$ cat config.mk
export PLATFORM = sky130hd
export DESIGN_NAME = ictf_cell
export DESIGN_NICKNAME = d
export VERILOG_FILES = /design/src/rtl/ictf_pkg.sv /design/src/rtl/ictf_cell.sv
export SDC_FILE = /design/constraint.sdc
export NUM_CORES = 1
export LEC_CHECK = 0
export ABC_AREA = 1
export BUFFER_PORTS_ARGS = -buffer_cell sky130_fd_sc_hd__buf_2
export CAP_MARGIN = 20
export CORE_ASPECT_RATIO = 0.6
export CORE_MARGIN = 3
export CORE_UTILIZATION = 60
export CTS_BUF_LIST = sky130_fd_sc_hd__clkbuf_16
export CTS_CLUSTER_DIAMETER = 150
export DETAILED_ROUTE_END_ITERATION = 8
export GPL_ROUTABILITY_DRIVEN = 0
export PLACE_DENSITY_LB_ADDON = 0.25
export SLEW_MARGIN = 15
export SYNTH_ARGS = -nofsm -noshare
export SYNTH_HDL_FRONTEND = slang
export SYNTH_SLANG_ARGS = --single-unit
$ cat constraint.sdc
create_clock -name clk -period 1.4 [get_ports clk]
set_clock_uncertainty 0.1 [all_clocks]
set_input_delay 0.14 -clock clk [delete_from_list [all_inputs] [get_ports clk]]
set_output_delay 0.14 -clock clk [all_outputs]
set_load 0.05 [all_outputs]
$ cat src/rtl/ictf_pkg.sv
package ictf_pkg;

	// Vector width of the rotation cells and angle width.
	localparam int VecW = 35;
	localparam int AngW = 32;
	localparam int TabFrac = 24;

	// atan(2^-i) in degrees with 24 fraction bits.
	localparam logic [31:0] ATAN_TAB [24] = '{
		32'd754974720, 32'd445687602, 32'd235489088, 32'd119537938, 32'd60000934,
		32'd30029717, 32'd15018523, 32'd7509720, 32'd3754917, 32'd1877466,
		32'd938734, 32'd469367, 32'd234684, 32'd117342, 32'd58671, 32'd29335,
		32'd14668, 32'd7334, 32'd3667, 32'd1833, 32'd917, 32'd458, 32'd229, 32'd115
	};

	// One vector travelling down the row of rotation cells.
	typedef struct packed {
		logic                   vld;
		logic                   nz;
		logic signed [VecW-1:0] x;
		logic signed [VecW-1:0] y;
		logic signed [AngW-1:0] z;
	} ictf_vec_t;

	typedef enum logic [2:0] {
		ST_IDLE, ST_SQ, ST_ROOT, ST_CORDIC, ST_MUL, ST_SUM, ST_DONE
	} ictf_state_t;

	// Register indexes.
	localparam logic [2:0] REG_AX_OFF = 3'd0;
	localparam logic [2:0] REG_AY_OFF = 3'd1;
	localparam logic [2:0] REG_AZ_OFF = 3'd2;
	localparam logic [2:0] REG_GX_OFF = 3'd3;
	localparam logic [2:0] REG_GY_OFF = 3'd4;
	localparam logic [2:0] REG_GZ_OFF = 3'd5;
	localparam logic [2:0] REG_STEP   = 3'd6;
	localparam logic [2:0] REG_GAIN   = 3'd7;

	// Table angle rounded half up to the given number of fraction bits.
	function automatic logic [31:0] atan_q(input int i, input int f);
		logic [31:0] t;
		t = ATAN_TAB[i];
		if (f >= TabFrac) begin
			return t;
		end
		return (t + (32'd1 << (TabFrac - 1 - f))) >> (TabFrac - f);
	endfunction

endpackage

$ cat src/rtl/ictf_cell.sv
module ictf_cell
	import ictf_pkg::*;
#(
	parameter int          SHIFT = 0,
	parameter logic [31:0] ANGLE = 32'd0
) (
	input  logic      clk,
	input  logic      arst_n,
	input  ictf_vec_t din,
	output ictf_vec_t dout
);

	logic signed [VecW-1:0] xs;
	logic signed [VecW-1:0] ys;
	ictf_vec_t nxt;
	logic      vld_q;
	ictf_vec_t dat_q;

	// One vectoring step: rotate toward the x axis by a fixed angle.
	always_comb begin
		xs = din.x >>> SHIFT;
		ys = din.y >>> SHIFT;
		nxt = din;
		if (!din.y[VecW-1]) begin
			nxt.x = din.x + ys;
			nxt.y = din.y - xs;
			nxt.z = din.z + signed'(ANGLE);
		end else begin
			nxt.x = din.x - ys;
			nxt.y = din.y + xs;
			nxt.z = din.z - signed'(ANGLE);
		end
	end

	always_ff @(posedge clk or negedge arst_n) begin
		if (!arst_n) begin
			vld_q <= 1'b0;
		end else begin
			vld_q <= din.vld;
		end
	end

	always_ff @(posedge clk) begin
		dat_q <= nxt;
	end

	// The valid bit comes from the reset register, the vector from the data register.
	always_comb begin
		dout     = dat_q;
		dout.vld = vld_q;
	end

endmodule

==> qor.txt, run 1 <==
most frequent cells after synthesis: nand2_1, inv_1, nand3_1
mapped cell area: 0.00988 mm^2
Mapped Cells: 1,582
YS warnings: 0
Chip Width: 172 um
total CTS buffers: 9
largest cells by area after synthesis: dfxtp_1, nand2_1, ha_1
Die Ht: 105 um
Cell Rows: 35
placed insts: 2,200
Mapped Avg Cell Area: 6.25 um^2
net count after synthesis: 1,795
Initial Util: 62.8%
quantity of hold-fixing buffers added after cts: 37
Run Error: [ERROR DPL-0038] Utilization greater than 100%, impossible to legalize
PortBufs: 209
Cell variety after synth: 49
synthesized flop and latch total: 103
post-synth top area cell: dfxtp_1
post-CTS sizing: 454
total clock sinks: 103
Boundary Pins: 210
H-tree Lvls: 3
Fail Step: clock tree synthesis
Post-CTS Setup Inserts: 81
ys flop type: dfxtp_1
DP Wirelength: 34.3 mm
root buf cell: clkbuf_16
top-count cell post-synth: nand2_1
CTS Buffer Depth: 2
Place WS: -861 ps
Synth top area share: 20.7%
Seq/Total Area, Yosys: 20.9%
EDFF count, synth: 0
status: did not finish
Async SR Flop Fraction: 0.971%
[cells by family after synthesis]
kind of cell    Yosys count  synth area share, %
mux                       1                0.101
compound gates          270                 15.5
flops                   103                 20.9
buf+inv                 284                 12.4
fa+ha+maj               107                 13.8
simple gates            793                 35.2
xor+xnor                 24                 2.13
[metrics by stage]
step	utilization (%)	instance area, um^2
2_1_floorplan	-	11000
3_3_place_gp	87.9	13800
3_5_place_dp	87.9	13800
==> run 2: changes to the inputs <==
--- a/config.mk
+++ b/config.mk
@@ -8,14 +8,11 @@
 export ABC_AREA = 1
 export BUFFER_PORTS_ARGS = -buffer_cell sky130_fd_sc_hd__buf_2
 export CAP_MARGIN = 20
-export CORE_ASPECT_RATIO = 0.6
 export CORE_MARGIN = 3
-export CORE_UTILIZATION = 60
-export CTS_BUF_LIST = sky130_fd_sc_hd__clkbuf_16
-export CTS_CLUSTER_DIAMETER = 150
+export CORE_UTILIZATION = 40
 export DETAILED_ROUTE_END_ITERATION = 8
 export GPL_ROUTABILITY_DRIVEN = 0
-export PLACE_DENSITY_LB_ADDON = 0.25
+export PLACE_DENSITY_LB_ADDON = 0.15
 export SLEW_MARGIN = 15
 export SYNTH_ARGS = -nofsm -noshare
 export SYNTH_HDL_FRONTEND = slang
==> qor.txt, run 2 <==
status: finished with violations
failing checks: negative setup slack
Net Sw Frac: 47.7%
initial drt markers: 1,327
Peak Freq: 536 MHz
root buf cell: clkbuf_16
Die Ht: 163 um (+55%)
Initial Util: 41.4% (-21 points)
Clock Power Share: 17.6%
CP endpoint kind: flop
fin area: 0.0179 mm^2
Worst IR Drop VDD: 0.653 mV
largest cells by area after synthesis: dfxtp_1, nand2_1, ha_1
Mapped Cells: 1,582 (unchanged)
layout cell share with drive strength beyond 1: 54.6%
die footprint: 0.0266 mm^2
Fillers: 1,585
post-synth top area cell: dfxtp_1
Net Sw Power: 7.37 mW
final critical-path required period: 1870 ps
total CTS buffers: 9 (unchanged)
total power: 15.5 mW
Mapped Avg Cell Area: 6.25 um^2 (unchanged)
Seq/Total Area, Yosys: 20.9% (unchanged)
critical path fanouts, max: 6
Core Box Area: 0.0239 mm^2
Synth top area share: 20.7% (unchanged)
CTS tree: done
synthesized flop and latch total: 103 (unchanged)
H-tree Lvls: 3 (unchanged)
most common cell after layout, fill and taps aside: nand2_1
YS warnings: 0 (unchanged)
Max Cap Viol: 0
Cell variety after synth: 49 (unchanged)
initial antenna violation count: 1
Lkg Pwr: 8.82 nW
via/cell ratio: 5.47
antenna-violating nets left: 0
Slew Limit Fails: 0
worst slew pin tran: 567 ps
Chip Width: 163 um (-5.0%)
Critical Path Start Type: primary input
period utilisation layout: 133%
DRC viols: 0
total clock sinks: 103 (unchanged)
largest net degree at the start of global routing: 49
P_int: 8.10 mW
top-count cell post-synth: nand2_1
ys flop type: dfxtp_1
Setup CP Type: in -> reg
Boundary Pins: 210 (unchanged)
Async SR Flop Fraction: 0.971% (unchanged)
power density cells: 866 mW/mm^2
Final #Nets: 2,338
PortBufs: 209 (unchanged)
Reg power frac: 22.5%
CTS Buffer Depth: 2 (unchanged)
max reg flops: 102
Final setup viols: 60
first-pass GRT wire length: 62.3 mm
most frequent cells in the layout: nand2_1, buf_4, buf_2
Final Hold Viols: 0
routed len/inst: 18.9 um
Hold Path Class: in -> reg
Min Hold Slack: 39.0 ps
placed instance area: 0.0141 mm^2 (+1.8%)
CTS clk-pin slew, worst paths: 80 ps
via count: 13,400
total routed wirelength: 46.2 mm
EDFF count, synth: 0 (unchanged)
Total Routing Usage GR: 29.6%
Worst EP arrival: 2080 ps
number of global-route vias before repair: 12,200
net count after synthesis: 1,795 (unchanged)
logic gate share of total power: 59.9%
Critical Path RT: 1620 ps
setup ws final: -466 ps
Layout area overhead: 80.9%
Cell Rows: 56 (+60%)
1st-pass router iterations: 7
most frequent cells after synthesis: nand2_1, inv_1, nand3_1
DP Wirelength: 31.8 mm (-7.2%)
Remaining Overflow, GRT: 0
RSZ-0062 raised after global routing: true
mapped cell area: 0.00988 mm^2 (unchanged)
Slew HR: 61.8%
run 2: cell counts after synthesis:
Identical to the previous run, type by type.
run 2: logic make-up after synthesis:
family	after synthesis	synth area share (%)
AND/OR/NAND/NOR	793	35.2
buffers and inverters	284	12.4
AO/OA/AOI/OAI	270	15.5
adder cells (fa/ha/maj)	107	13.8
flip-flops	103	20.9
XOR/XNOR	24	2.13
multiplexers	1	0.101
run 2: worst paths after layout:
| check | startpoint | endpoint | depth (start not counted) |
|---|---|---|---|
| setup / recovery | din[74] | dout[52]$_DFF_P_ | 13 |
| hold / removal | din[101] | dout[66]$_DFF_P_ | 5 |
| max in group asynchronous | arst_n | vld_q$_DFF_PN0_ | 3 |
| min in group asynchronous | arst_n | vld_q$_DFF_PN0_ | 3 |
run 2: worst max-delay path, cell delays in order:
cell     delay [ps]
buf_6           100
ha_4            300
buf_6           150
nor2_4          140
inv_2            80
o21ai_1         400
nand2_1         140
nand2_1         100
nand2_1          60
nand3_2         100
xor2_2          190
nand2_1          90
nand2_1          80
run 2: area by class of cell:
cell class	count	area, um^2	share of cell area, %
well taps	319	399	2.23
inverters	237	1030	5.76
repair buffers	579	4570	25.5
flip-flops and latches	103	2070	11.6
clock buffers	9	225	1.26
diodes	1	2.50	0.0140
multi-input cells	1195	9500	53.2
clock inverters	7	81.3	0.455
run 2: repair_timing:
| action | 4_1_cts | 5_1_grt |
|---|---|---|
| hold buffers | 37 | 0 |
| pin swaps | 165 | 157 |
| cloned | 0 | 0 |
| gates resized for setup | 357 | 299 |
| setup endpoints to repair | 62 | 62 |
| endpoints found under the hold margin | 36 | 0 |
| buffers inserted | 44 | 37 |
run 2: routing by layer:
layer | track usage [%] | vias to the layer above | part of all wire [%]
met3 | 5.76 | 243 | 11
li1 | - | 6109 | -
met4 | 9.88 | 0 | 5.9
met5 | 0 | - | 0
met1 | 38.4 | 6148 | 38
met2 | 49.5 | 902 | 45
run 2: power groups by stage:
stage	sequential (mW)	clock, mW	combinational, mW
floorplan	4.99	0	3.20
global placement	3.55	0	7.07
detailed placement	3.54	0	7.15
CTS	3.48	2.80	8.09
global route	3.51	2.87	9.68
finish	3.48	2.73	9.27
run 2: metrics by stage:
step | TNS [ps] | setup slack (ps) | utilization (%) | cells
after floorplan | -10500 | -280 | - | 1582
after detailed placement | -41060 | -856 | 58.9 | 2327
after global routing | -14880 | -471 | 74.8 | 2450
final | -11900 | -466 | 74.8 | 2450
after CTS | -5600 | -166 | 68.7 | 2417
after global placement | -39550 | -856 | 58.9 | 2327
(Power assumes the default switching activity.)
==> run 3: changes to the inputs <==
--- a/config.mk
+++ b/config.mk
@@ -12,7 +12,9 @@
 export CORE_UTILIZATION = 40
 export DETAILED_ROUTE_END_ITERATION = 8
 export GPL_ROUTABILITY_DRIVEN = 0
+export GPL_TIMING_DRIVEN = 0
 export PLACE_DENSITY_LB_ADDON = 0.15
+export SKIP_CTS_REPAIR_TIMING = 1
 export SLEW_MARGIN = 15
 export SYNTH_ARGS = -nofsm -noshare
 export SYNTH_HDL_FRONTEND = slang
==> constraint.sdc (replaced) <==
create_clock -name clk -period 1.4 [get_ports clk]
set_clock_uncertainty 0.1 [all_clocks]
set_input_delay 0.28 -clock clk [delete_from_list [all_inputs] [get_ports clk]]
set_output_delay 0.28 -clock clk [all_outputs]
set_load 0.05 [all_outputs]
==> qor.txt, run 3 (same netlist as run 2, synthesis figures left out) <==
status: finished with violations
failing checks: negative setup slack
Setup CP Type: in -> reg
Min Hold Slack: 93.7 ps (+54.7 ps)
Setup TNS: -21,110 ps (-9200 ps)
CTS tree: done
Chip Width: 163 um (unchanged)
Endpoint, Worst Hold: dout[32]$_DFF_P_
Slew Limit Fails: 0 (unchanged)
max reg flops: 102 (unchanged)
Worst IR Drop VDD: 0.747 mV (+14%)
critical path fanouts, max: 3 (-3)
Total Routing Usage GR: 26.9% (-2.7 points)
worst slew pin tran: 990 ps (+422 ps)
Non-Filler Instances: 2,228 (-9.1%)
Hold Path Class: in -> reg
via count: 12,000 (-11%)
metal3 WL: 4.31 mm (-14%)
CTS clk-pin slew, worst paths: 80 ps (about the same)
highest routing layer actually used: met4
CP max-delay cell: fa_2
layout cell share with drive strength beyond 1: 46.1% (-8.5 points)
crit path cell chain: buf_12, ha_4, inv_2, fa_2, inv_4, nand4_1, nand3_2, nand4_1, nand2_2, buf_4, nand2_1, nand3_2, o21ai_2
total clock sinks: 103 (unchanged)
die footprint: 0.0266 mm^2 (unchanged)
worst hold path startpoint: din[67]
Core Box Area: 0.0239 mm^2 (unchanged)
Critical Path Start Type: primary input
antenna cells: 0 (-1)
CP max stage delay: 420 ps (+20 ps)
Util after Layout: 66.1% (-8.7 points)
placed instance area: 0.0124 mm^2 (-12%)
via/cell ratio: 5.38 (-1.7%)
number of global-route vias before repair: 10,300 (-16%)
Final setup viols: 64 (+6.7%)
initial drt markers: 1,276 (-3.8%)
Boundary Pins: 210 (unchanged)
Slew HR: 34.0% (-28 points)
total routed wirelength: 41.1 mm (-11%)
placed insts: 2,110 (-9.3%)
Peak Freq: 538 MHz (+0.46%)
Min-Delay Path Depth: 3 (-2)
Cell Rows: 56 (unchanged)
final critical-path required period: 1860 ps (-8.62 ps)
first-pass GRT wire length: 55.4 mm (-11%)
CTS Buffer Depth: 2 (unchanged)
largest net degree at the start of global routing: 22 (-55%)
period utilisation layout: 133% (-0.62 points)
Layout area overhead: 59.9%
DP Wirelength: 31.0 mm (-2.8%)
total power: 14.3 mW (-7.7%)
most common cell after layout, fill and taps aside: nand2_1
Die Ht: 163 um (unchanged)
DRC viols: 0 (unchanged)
Lkg Pwr: 7.56 nW (-14%)
Worst EP arrival: 1980 ps (-100 ps)
Place WS: -998 ps (-142 ps)
PortBufs: 209 (unchanged)
H-tree Lvls: 3 (unchanged)
Initial Util: 41.4% (unchanged)
RSZ-0062 raised after global routing: true
Fillers: 1,953 (+23%)
antenna-violating nets left: 0 (unchanged)
met1 wire length: 16.9 mm (-3.4%)
Critical Path RT: 1520 ps (-100 ps)
setup ws final: -457 ps (+8.62 ps)
Max Cap Viol: 0 (unchanged)
root buf cell: clkbuf_16
fin area: 0.0158 mm^2 (-12%)
total CTS buffers: 9 (unchanged)
Remaining Overflow, GRT: 0 (unchanged)
power density cells: 904 mW/mm^2 (+4.5%)
initial antenna violation count: 0 (-1)
Final #Nets: 2,117 (-9.5%)
Final Hold Viols: 0 (unchanged)
1st-pass router iterations: 6 (-1)
CP endpoint kind: flop
most frequent cells in the layout: nand2_1, buf_2, inv_1
WL met2: 18.5 mm (-12%)
routed len/inst: 18.5 um (-2.2%)
[run 3: worst max-delay path by stage]
stage / from / end / slack, ps / cells after the start
after floorplan: din[32] / dout[56]$_DFF_P_ / -420 / 14
after global placement: din[67] / dout[95]$_DFF_P_ / -990 / 16
after detailed placement: din[67] / dout[62]$_DFF_P_ / -1000 / 14
after CTS: din[33] / dout[82]$_DFF_P_ / -630 / 13
after global routing: din[32] / dout[97]$_DFF_P_ / -530 / 14
final: din[32] / dout[81]$_DFF_P_ / -460 / 13
[run 3: final cells by class]
type                            count  area [um^2]  share of cell area [%]
Clock buffer                        9          225                    1.43
Tap cell                          319          399                    2.53
Buffer                             43          515                    3.26
Multi-Input combinational cell   1195         9180                    58.1
Sequential cell                   103         2070                    13.1
Inverter                          237         1080                    6.87
Timing Repair Buffer              315         2250                    14.2
Clock inverter                      7         81.3                   0.515
[run 3: critical path: cells and delay by family]
family / cells / cell delay (ps)
buffers and inverters: 4 / 360
AND/OR/NAND/NOR: 6 / 710
adder cells (fa/ha/maj): 2 / 550
AO/OA/AOI/OAI: 1 / 80
[run 3: metal layers]
layer  global-route usage, %  vias up
met3                    4.84      111
met5                       0        -
met1                    37.9     5476
li1                        -     5677
met4                    7.11        0
met2                    42.3      714
[run 3: report_power, final]
group	switching [mW]	internal (mW)
combinational	5.46	2.74
clock	1.36	1.28
sequential	0.101	3.34
total	6.93	7.36
