--- config.mk ---
export PLATFORM = sky130hd
export DESIGN_NAME = ictf_sqrt
export DESIGN_NICKNAME = d
export VERILOG_FILES = /design/src/rtl/ictf_pkg.sv /design/src/rtl/ictf_sqrt.sv
export SDC_FILE = /design/constraint.sdc
export NUM_CORES = 1
export LEC_CHECK = 0
export ABC_AREA = 1
export BUFFER_PORTS_ARGS = -buffer_cell sky130_fd_sc_hd__buf_2
export CAP_MARGIN = 20
export CORE_MARGIN = 2
export CORE_UTILIZATION = 40
export DETAILED_ROUTE_END_ITERATION = 6
export PLACE_DENSITY = 0.68
export SYNTH_ARGS = -nofsm -noshare
export SYNTH_HDL_FRONTEND = slang
export SYNTH_SLANG_ARGS = --single-unit
--- constraint.sdc ---
create_clock -name clk -period 2.6 [get_ports clk]
set_input_delay 0.65 -clock clk [delete_from_list [all_inputs] [get_ports clk]]
set_output_delay 0.65 -clock clk [all_outputs]
set_load 0.01 [all_outputs]
--- src/rtl/ictf_pkg.sv ---
package ictf_pkg;

	// Vector width of the rotation cells and angle width.
	localparam int VecW = 35;
	localparam int AngW = 32;
	localparam int TabFrac = 24;

	// atan(2^-i) in degrees with 24 fraction bits.
	localparam logic [31:0] ATAN_TAB [24] = '{
		32'd754974720, 32'd445687602, 32'd235489088, 32'd119537938, 32'd60000934,
		32'd30029717, 32'd15018523, 32'd7509720, 32'd3754917, 32'd1877466,
		32'd938734, 32'd469367, 32'd234684, 32'd117342, 32'd58671, 32'd29335,
		32'd14668, 32'd7334, 32'd3667, 32'd1833, 32'd917, 32'd458, 32'd229, 32'd115
	};

	// One vector travelling down the row of rotation cells.
	typedef struct packed {
		logic                   vld;
		logic                   nz;
		logic signed [VecW-1:0] x;
		logic signed [VecW-1:0] y;
		logic signed [AngW-1:0] z;
	} ictf_vec_t;

	typedef enum logic [2:0] {
		ST_IDLE, ST_SQ, ST_ROOT, ST_CORDIC, ST_MUL, ST_SUM, ST_DONE
	} ictf_state_t;

	// Register indexes.
	localparam logic [2:0] REG_AX_OFF = 3'd0;
	localparam logic [2:0] REG_AY_OFF = 3'd1;
	localparam logic [2:0] REG_AZ_OFF = 3'd2;
	localparam logic [2:0] REG_GX_OFF = 3'd3;
	localparam logic [2:0] REG_GY_OFF = 3'd4;
	localparam logic [2:0] REG_GZ_OFF = 3'd5;
	localparam logic [2:0] REG_STEP   = 3'd6;
	localparam logic [2:0] REG_GAIN   = 3'd7;

	// Table angle rounded half up to the given number of fraction bits.
	function automatic logic [31:0] atan_q(input int i, input int f);
		logic [31:0] t;
		t = ATAN_TAB[i];
		if (f >= TabFrac) begin
			return t;
		end
		return (t + (32'd1 << (TabFrac - 1 - f))) >> (TabFrac - f);
	endfunction

endpackage

--- src/rtl/ictf_sqrt.sv ---
module ictf_sqrt
	import ictf_pkg::*;
(
	input  logic        clk,
	input  logic        arst_n,
	input  logic        start,
	input  logic [31:0] sq,
	output logic [31:0] root,
	output logic        done
);

	logic [63:0] n_q;
	logic [35:0] rem_q;
	logic [31:0] res_q;
	logic [5:0]  cnt_q;
	logic [35:0] rem_sh;
	logic [35:0] trial;

	// Two radicand bits enter the partial remainder per cycle.
	assign rem_sh = {rem_q[33:0], n_q[63:62]};
	assign trial  = {2'b00, res_q, 2'b01};

	always_ff @(posedge clk or negedge arst_n) begin
		if (!arst_n) begin
			cnt_q <= '0;
		end else if (start) begin
			cnt_q <= 6'd32;
		end else if (cnt_q != '0) begin
			cnt_q <= cnt_q - 6'd1;
		end
	end

	// Restoring square root, one result bit per cycle.
	always_ff @(posedge clk) begin
		if (start) begin
			n_q   <= {sq, 32'd0};
			rem_q <= '0;
			res_q <= '0;
		end else if (cnt_q != '0) begin
			n_q <= {n_q[61:0], 2'b00};
			if (rem_sh >= trial) begin
				rem_q <= rem_sh - trial;
				res_q <= {res_q[30:0], 1'b1};
			end else begin
				rem_q <= rem_sh;
				res_q <= {res_q[30:0], 1'b0};
			end
		end
	end

	assign root = res_q;
	assign done = (cnt_q == '0);

endmodule

==> impl_metrics.toml, run 1 <==
[outcome]
outcome = "finished clean"

[clock_tree]
clk_latency_ps = 370
clk_pin_slew_ps = 90
cts_tree = "built"
post_cts_buffers = 0
cts_sinks = 104
h-tree-depth = 3
numCtsBuffers = 9
cts_buffer_depth = 2
cts_root_buf = "clkbuf_16"

[logic_synthesis]
syn_area_sq_um = 6778
syn_area_per_cell_sq_um = 6.632
ys_seq_area_share_pct = 35.89
async_reset_ff_share_pct = 5.769
synthFlopType = "dfxtp_1"
synth_top_area_share_pct = 22.65
synth.most_common_cell = "nand2_1"
synth_cells = 1022
synth_edf_count = 32
synth_top_area_cell = "nand2_1"
yosys_warnings = 0
synth_common_cells = "nand2_1 (409), inv_1 (166), nand3_1 (71)"
synth.ff_latch_count = 104
synth_cell_types = 35
syn-num-nets = 1092
synth_area_leaders = "nand2_1 (23%), dfxtp_1 (19%), edfxtp_1 (14%), inv_1 (9.2%), ha_1 (6.5%)"

[detailed_routing]
drt_pass1_iterations = 5
routedWlPerCell_microns = 12.88
drtIter0Drc = 402
wl_microns = 16850
ant_nets = 0
drc = 0
vias_per_cell = 4.768
route.vias.total = 6237

[global_routing]
grt_pass1_vias = 5864
grt_max_degree = 52
antenna_found_initial = 0
grt.total_usage_pct = 19.66
grt_first_pass_wirelength_microns = 28770
grt-ovfl-total = 0

[finish]
finish.utilization_pct = 46.21
antenna_cells = 0
layout-drive-gt1-share_pct = 10.85
fin_nets = 1153
syn_to_final_growth_pct = 13.07

[pwr]
peakVddDrop_mv = 0.5427
p_leak_nw = 4.052
p_per_area_nw_per_um2 = 1297
total_power_mw = 9.938

[sta]
setup_slack_ps = 252.8
rsz0062_at_grt = "no"
tns_ps = 0
setup_viol = 0
period_needed_ps = 2347
fmax_ghz = 0.4260
fin_skew_ps = 13.09
hold_viol_final = 0
relSlewSlack_pct = 54.00
worstMarginPinSlew_ps = 689.2
fin_crit_sh_pct = 90.28
slew_viol_final = 0

[die]
fp.coreArea_sq_um = 16580
rows = 47
die_area_sq_um = 18000
die_x_microns = 134.2
pin_count = 68
start_util_pct = 40.87
fp.dieH_microns = 134.2

[worst_setup_path]
path_class = "reg2out"
crit_required_ps = 1950
cp-end-kind = "output pin"
arrival_ps = 1700
cp_max_fo = 9
critical_path.startpoint_type = "flop"

[placed_design]
hpwl_microns = 12700
pre_cts_ws_ps = 306.4
finalWeightedCongestion = 0.9476
port-buffer-count = 67

[flow_run]
maxCapViolCount = 0

[hold_path]
hold_path_class = "in2async"
path summary, 6_finish.rpt:
kind                            from         to  slack, ps  cells after the start
max                         cnt_q[0]       done        250                      7
min                           arst_n   cnt_q[2]         80                      1
max reg2reg                  root[7]  rem_q[13]        280                     15
min reg2reg                rem_q[32]  rem_q[32]        460                      2
max in group asynchronous     arst_n   cnt_q[0]       2370                      1
min in group clk           rem_q[32]  rem_q[32]        460                      2
layout by cell type, fill, tap and decap left out, types with 2 or more instances in the layout:
| cell type | instances |
|---|---|
| a21oi_2 | 2 |
| o21ai_1 | 18 |
| inv_8 | 5 |
| inv_2 | 3 |
| buf_4 | 10 |
| inv_1 | 166 |
| dfxtp_1 | 66 |
| inv_12 | 2 |
| a21oi_1 | 20 |
| nor2_1 | 52 |
| xnor2_1 | 14 |
| clkbuf_16 | 9 |
| nand2_1 | 409 |
| ha_1 | 35 |
| buf_2 | 67 |
| nand3b_1 | 26 |
| nor2_4 | 2 |
| o21ai_0 | 7 |
| nor2_2 | 6 |
| o21bai_1 | 2 |
| nor3_1 | 5 |
| nand3_1 | 71 |
| nand2_2 | 4 |
| dfrtp_1 | 6 |
| o22ai_1 | 32 |
| xor2_1 | 5 |
| edfxtp_1 | 32 |
repair_timing:
action | in CTS | in global routing
gates resized for setup | 0 | 2
hold endpoints to repair | 0 | 0
hold buffers | 0 | 0
endpoints found under the setup margin | 0 | 1
stage by stage:
stage	hold WS, ps	instance area (sq um)	instances
floorplan	354.4	6779	1022
global placement	438.9	7336	1292
detailed placement	446.5	7336	1292
CTS	71.37	7650	1308
global route	76.26	7664	1308
finish	78.88	7664	1308
registers in the layout, indices dropped and copies added (netlist names):
signal  flops
cnt_q       6
n_q        32
root       32
rem_q      34
critical path, cell delays in order, from the launching register on:
cell,delay (ps)
dfrtp_1,390
inv_1,80
ha_1,160
inv_1,70
nor3_4,180
nand3_4,170
inv_1,130
buf_2,150
power by group:
| part | leakage (nW) | internal, mW | switching, mW |
|---|---|---|---|
| Clock | 0.156 | 0.711 | 0.745 |
| Sequential | 0.968 | 2.08 | 0.205 |
| Combinational | 2.93 | 2.18 | 4.02 |
| Total | 4.05 | 4.97 | 4.97 |
final cells by class:
class                   instances  area [sq um]
fillers                      1746          8920
repair buffers                 78         430.4
clock inverters                 7         88.84
multi-input cells             720          3573
clock buffers                   9         225.2
inverters                     170         638.1
well taps                     220         275.3
flip-flops and latches        104          2432
layer usage:
layer / share of wire, % / GRT usage, % / wire length, microns / vias to the layer above
met5: 0 / 0 / 0 / -
met4: 1.6 / 5.965 / 274 / 0
met3: 5.1 / 4.308 / 854 / 22
met2: 44 / 30.64 / 7461 / 143
met1: 49 / 27.31 / 8258 / 2765
li1: - / - / - / 3307
cell families (layout without fill, tap and decap cells):
family,count (synthesis),after routing,share of synthesized area [%]
and+or+nand+nor,584,584,36.61
buffers and inverters,198,264,11.59
DFF,104,104,35.89
AOI/OAI and AO/OA,82,82,6.997
adders and majority gates,35,35,6.461
xor gates and xnor gates,19,19,2.455
No activity file was read; power rests on OpenSTA's default activity.
==> run 2: changes to the inputs <==
MAX_ROUTING_LAYER = met4   (was unset)
==> run 2 against run 1 <==
  * Wire length about the same
  * Critical path depth unchanged
  * Largest power group unchanged
  * Clock power about the same
  * Sequential share of layout area about the same
==> impl_metrics.toml, run 2 (synthesis gave the netlist of run 1 again) <==
[outcome]
outcome = "finished clean"

[worst_setup_path]
critical_path.startpoint_type = "flop"
worstReg2RegStart = "root[5]"
crit_required_ps = 1950
cp-end-kind = "output pin"
reg2reg_depth = 15
r2r-end = "rem_q[12]"
cp_max_fo = 9
path_class = "reg2out"
ff2ff_setup_slack_ps = 300
arrival_ps = 1780

[clock_tree]
clk_pin_slew_ps = 90
cts_tree = "built"
cts_root_buf = "clkbuf_16"
cts_sinks = 104
numCtsBuffers = 9
postCtsHoldBufs = 0
clk_latency_ps = 370
cts_buffer_depth = 2
h-tree-depth = 3
cts_resized = 0
post_cts_buffers = 0

[sta]
fin_skew_ps = 10.54
fin_crit_sh_pct = 93.37
slew_viol_final = 0
period_needed_ps = 2428
rsz0062_at_grt = "no"
relSlewSlack_pct = 53.38
hold_viol_final = 0
tns_ps = 0
setup_viol = 0
fmax_ghz = 0.4119
whs_ps = 86.83
worstMarginPinSlew_ps = 698.5

[pwr]
p_leak_nw = 4.058
total_power_mw = 9.920
switching_share_pct = 49.92
p_clk_share_pct = 14.7
seqPwrFrac_pct = 22.9
power_switching_mw = 4.952
comb_power_share_pct = 62.4
power.internal_mw = 4.968
p_per_area_nw_per_um2 = 1293
peakVddDrop_mv = 0.5324

[finish]
layout-drive-gt1-share_pct = 10.93
fillers = 1737
layout_commonest_cell = "nand2_1"
antenna_cells = 0
syn_to_final_growth_pct = 13.24
final_cell_mix = "nand2_1 (409), inv_1 (166), nand3_1 (71)"
fin_nets = 1154
largest_reg_flops = 34
largest-register = "rem_q"

[detailed_routing]
wl_microns = 16840
drtIter0Drc = 375
drc = 0
vias_per_cell = 4.758
routedWlPerCell_microns = 12.87
route.vias.total = 6228
drt_pass1_iterations = 6
ant_nets = 0

[global_routing]
grt_first_pass_wirelength_microns = 28770
grt_pass1_vias = 6067
grt_max_degree = 52
antenna_found_initial = 0
grt-ovfl-total = 0
grt.total_usage_pct = 20.38

[die]
die_x_microns = 134.2
rows = 47
die_area_sq_um = 18000
fp.dieH_microns = 134.2
start_util_pct = 40.87
fp.coreArea_sq_um = 16580
pin_count = 68

[hold_path]
hold_path_class = "in2async"

[flow_run]
maxCapViolCount = 0

[placed_design]
hpwl_microns = 12810
port-buffer-count = 67
finalWeightedCongestion = 0.9482
## run 2: final cells by class
type	count	area, sq um	share of cell area (%)
clock buffer	9	225.2	2.934
clock inverter	7	98.84	1.288
inverter	170	638.1	8.314
multi-input combinational	720	3567	46.48
sequential	104	2432	31.69
tap	220	275.3	3.587
timing repair buffer	79	437.9	5.706
## run 2: power by group through the flow
| stage | Combinational, mW | Clock [mW] | Sequential [mW] |
|---|---|---|---|
| floorplan | 4.89 | 0 | 2.26 |
| CTS | 6.14 | 1.50 | 2.27 |
| finish | 6.19 | 1.46 | 2.28 |
| global placement | 6.07 | 0 | 2.30 |
| global route | 7.13 | 1.55 | 2.32 |
| detailed placement | 6.11 | 0 | 2.31 |
## run 2: routing by layer
metal | global-route usage (%) | wire length [microns] | vias up
li1 | - | - | 3321
met1 | 26.56 | 8105 | 2762
met2 | 32.40 | 7695 | 131
met3 | 3.855 | 843 | 14
met4 | 5.906 | 199 | 0
met5 | - | 0 | -
## run 2: how the worst max path moves through the flow
stage | depth (start not counted) | slack (ps) | endpoint | startpoint
final | 7 | 170 | done | cnt_q[0]
after global routing | 7 | 10 | done | cnt_q[0]
after CTS | 7 | 120 | done | cnt_q[0]
after detailed placement | 15 | 320 | rem_q[12] | root[5]
after global placement | 17 | 360 | rem_q[33] | root[8]
after floorplan | 8 | 490 | n_q[32] | cnt_q[0]
## run 2: worst max-delay path: stages, from the launching register on
cell and delay [ps]:
dfrtp_1 390, inv_1 80, ha_1 160, inv_1 60
nor3_2 230, nand3_4 190, inv_1 140, buf_2 160
## run 2: stage by stage
step	setup slack [ps]	std cells	cell area, sq um	util [%]
finish	172.4	1309	7675	46.28
global route	10.06	1309	7675	46.28
CTS	124.8	1309	7667	46.24
detailed placement	321.4	1293	7343	44.28
global placement	358.9	1293	7343	44.28
floorplan	492.5	1022	6779	-
==> run 3: changes to the inputs <==
CORE_UTILIZATION = 35   (was 40)
PLACE_DENSITY = 0.6   (was 0.68)
clock period = 3.13 ns   (was 2.6 ns; I/O delays follow)
==> run 3 against run 2 <==
  * Combinational power down 16%
  * Wire length up 4.9%
  * Register-to-register slack better by 350 ps
  * Sequential share of layout area down 0.072 points
  * Worst hold slack better by 130 ps
  * Clock skew about the same
  * Via count down 0.45%
  * Global-route usage down 1.7 points
  * Worst setup slack better by 330 ps
  * Largest cell class unchanged
  * Largest power group unchanged
==> impl_metrics.toml, run 3 (synthesis gave the netlist of run 1 again) <==
[finish]
antenna_cells = 0
final_cell_mix = "nand2_1 (409), inv_1 (166), nand3_1 (71)"
layout-drive-gt1-share_pct = 10.60
fillers = 2038
fin_nets = 1150
syn_to_final_growth_pct = 13.49
largest-register = "rem_q"
layout_commonest_cell = "nand2_1"
finish.utilization_pct = 40.85
fin_area_sq_um = 7692
largest_reg_flops = 34
fin_cells = 1345

[detailed_routing]
drtIter0Drc = 336
drt_pass1_iterations = 5
drc = 0
route.vias.total = 6200
routedWlPerCell_microns = 13.14
ant_nets = 0
wl_microns = 17670
vias_per_cell = 4.610

[clock_tree]
clk_pin_slew_ps = 90
numCtsBuffers = 9
post_cts_buffers = 0
clk_latency_ps = 370
h-tree-depth = 3
cts_root_buf = "clkbuf_16"
cts_tree = "built"
cts_resized = 0
cts_buffer_depth = 2
cts_sinks = 104
postCtsHoldBufs = 0

[global_routing]
grt.total_usage_pct = 18.72
grt_max_degree = 47
antenna_found_initial = 0
grt_first_pass_wirelength_microns = 29840
grt-ovfl-total = 0
grt_pass1_vias = 6039

[sta]
worstMarginPinSlew_ps = 688.2
period_needed_ps = 2626
setup_slack_ps = 504.0
hold_viol_final = 0
whs_ps = 217.8
fin_crit_sh_pct = 83.90
tns_ps = 0
setup_viol = 0
rsz0062_at_grt = "no"
fin_skew_ps = 10.92
relSlewSlack_pct = 54.07
fmax_ghz = 0.3808
slew_viol_final = 0

[die]
fp.dieH_microns = 143.2
pin_count = 68
start_util_pct = 35.99
die_x_microns = 143.2
fp.coreArea_sq_um = 18830
die_area_sq_um = 20490
rows = 50

[placed_design]
port-buffer-count = 67
finalWeightedCongestion = 0.9003
dp.cells = 1329
pre_cts_ws_ps = 662.6
postPlaceCellArea_sq_um = 7383
hpwl_microns = 13390

[worst_setup_path]
path_cells = "inv_1 -> ha_1 -> inv_1 -> nor3_2 -> nand3_2 -> inv_1 -> buf_2"
arrival_ps = 1840
reg2reg_depth = 11
crit_required_ps = 2350
cpMostUsedCell = "inv_1"
slowest_delay_ps = 390
cp_slowest_cell = "dfrtp_1"
path_class = "reg2out"
cp_max_fo = 9
critical_path.startpoint_type = "flop"
cp-end-kind = "output pin"

[outcome]
outcome = "finished clean"

[pwr]
peakVddDrop_mv = 0.5627
total_power_mw = 8.274
p_leak_nw = 4.038
p_per_area_nw_per_um2 = 1076

[flow_run]
maxCapViolCount = 0

[hold_path]
hold_path_class = "in2async"
==> run 3: area by class of cell <==
cell class / count / area (sq um) / share of cell area, %
Clock inverter: 7 / 83.83 / 1.090
Tap cell: 260 / 325.3 / 4.229
Sequential cell: 104 / 2432 / 31.62
Multi-Input combinational cell: 720 / 3560 / 46.28
Timing Repair Buffer: 75 / 427.9 / 5.563
Clock buffer: 9 / 225.2 / 2.928
Inverter: 170 / 638.1 / 8.295
==> run 3: final timing paths <==
kind                           start   endpoint  slack [ps]
min reg2reg                rem_q[32]  rem_q[32]         460
max                         cnt_q[0]       done         500
max reg2reg                 root[27]  rem_q[28]         650
max in group asynchronous     arst_n   cnt_q[0]        2760
min in group clk           rem_q[32]  rem_q[32]         460
min                           arst_n   cnt_q[4]         220
==> run 3: power breakdown <==
| part | total, mW | internal [mW] | switching (mW) |
|---|---|---|---|
| logic | 5.20 | 1.82 | 3.38 |
| registers | 1.89 | 1.72 | 0.163 |
| clock network | 1.19 | 0.577 | 0.611 |
| total | 8.27 | 4.12 | 4.15 |
==> run 3: critical path, delay by kind of cell, from the launching register on <==
family                     cells  cell delay [ps]
DFF                            1              390
adders and majority gates      1              170
and+or+nand+nor                2              420
buffers and inverters          4              490
==> run 3: layer usage <==
layer	share of wire, %	GRT usage, %
met1	49	24.36
met2	46	30.52
met3	3.7	3.018
met4	1.1	4.534
met5	0	-
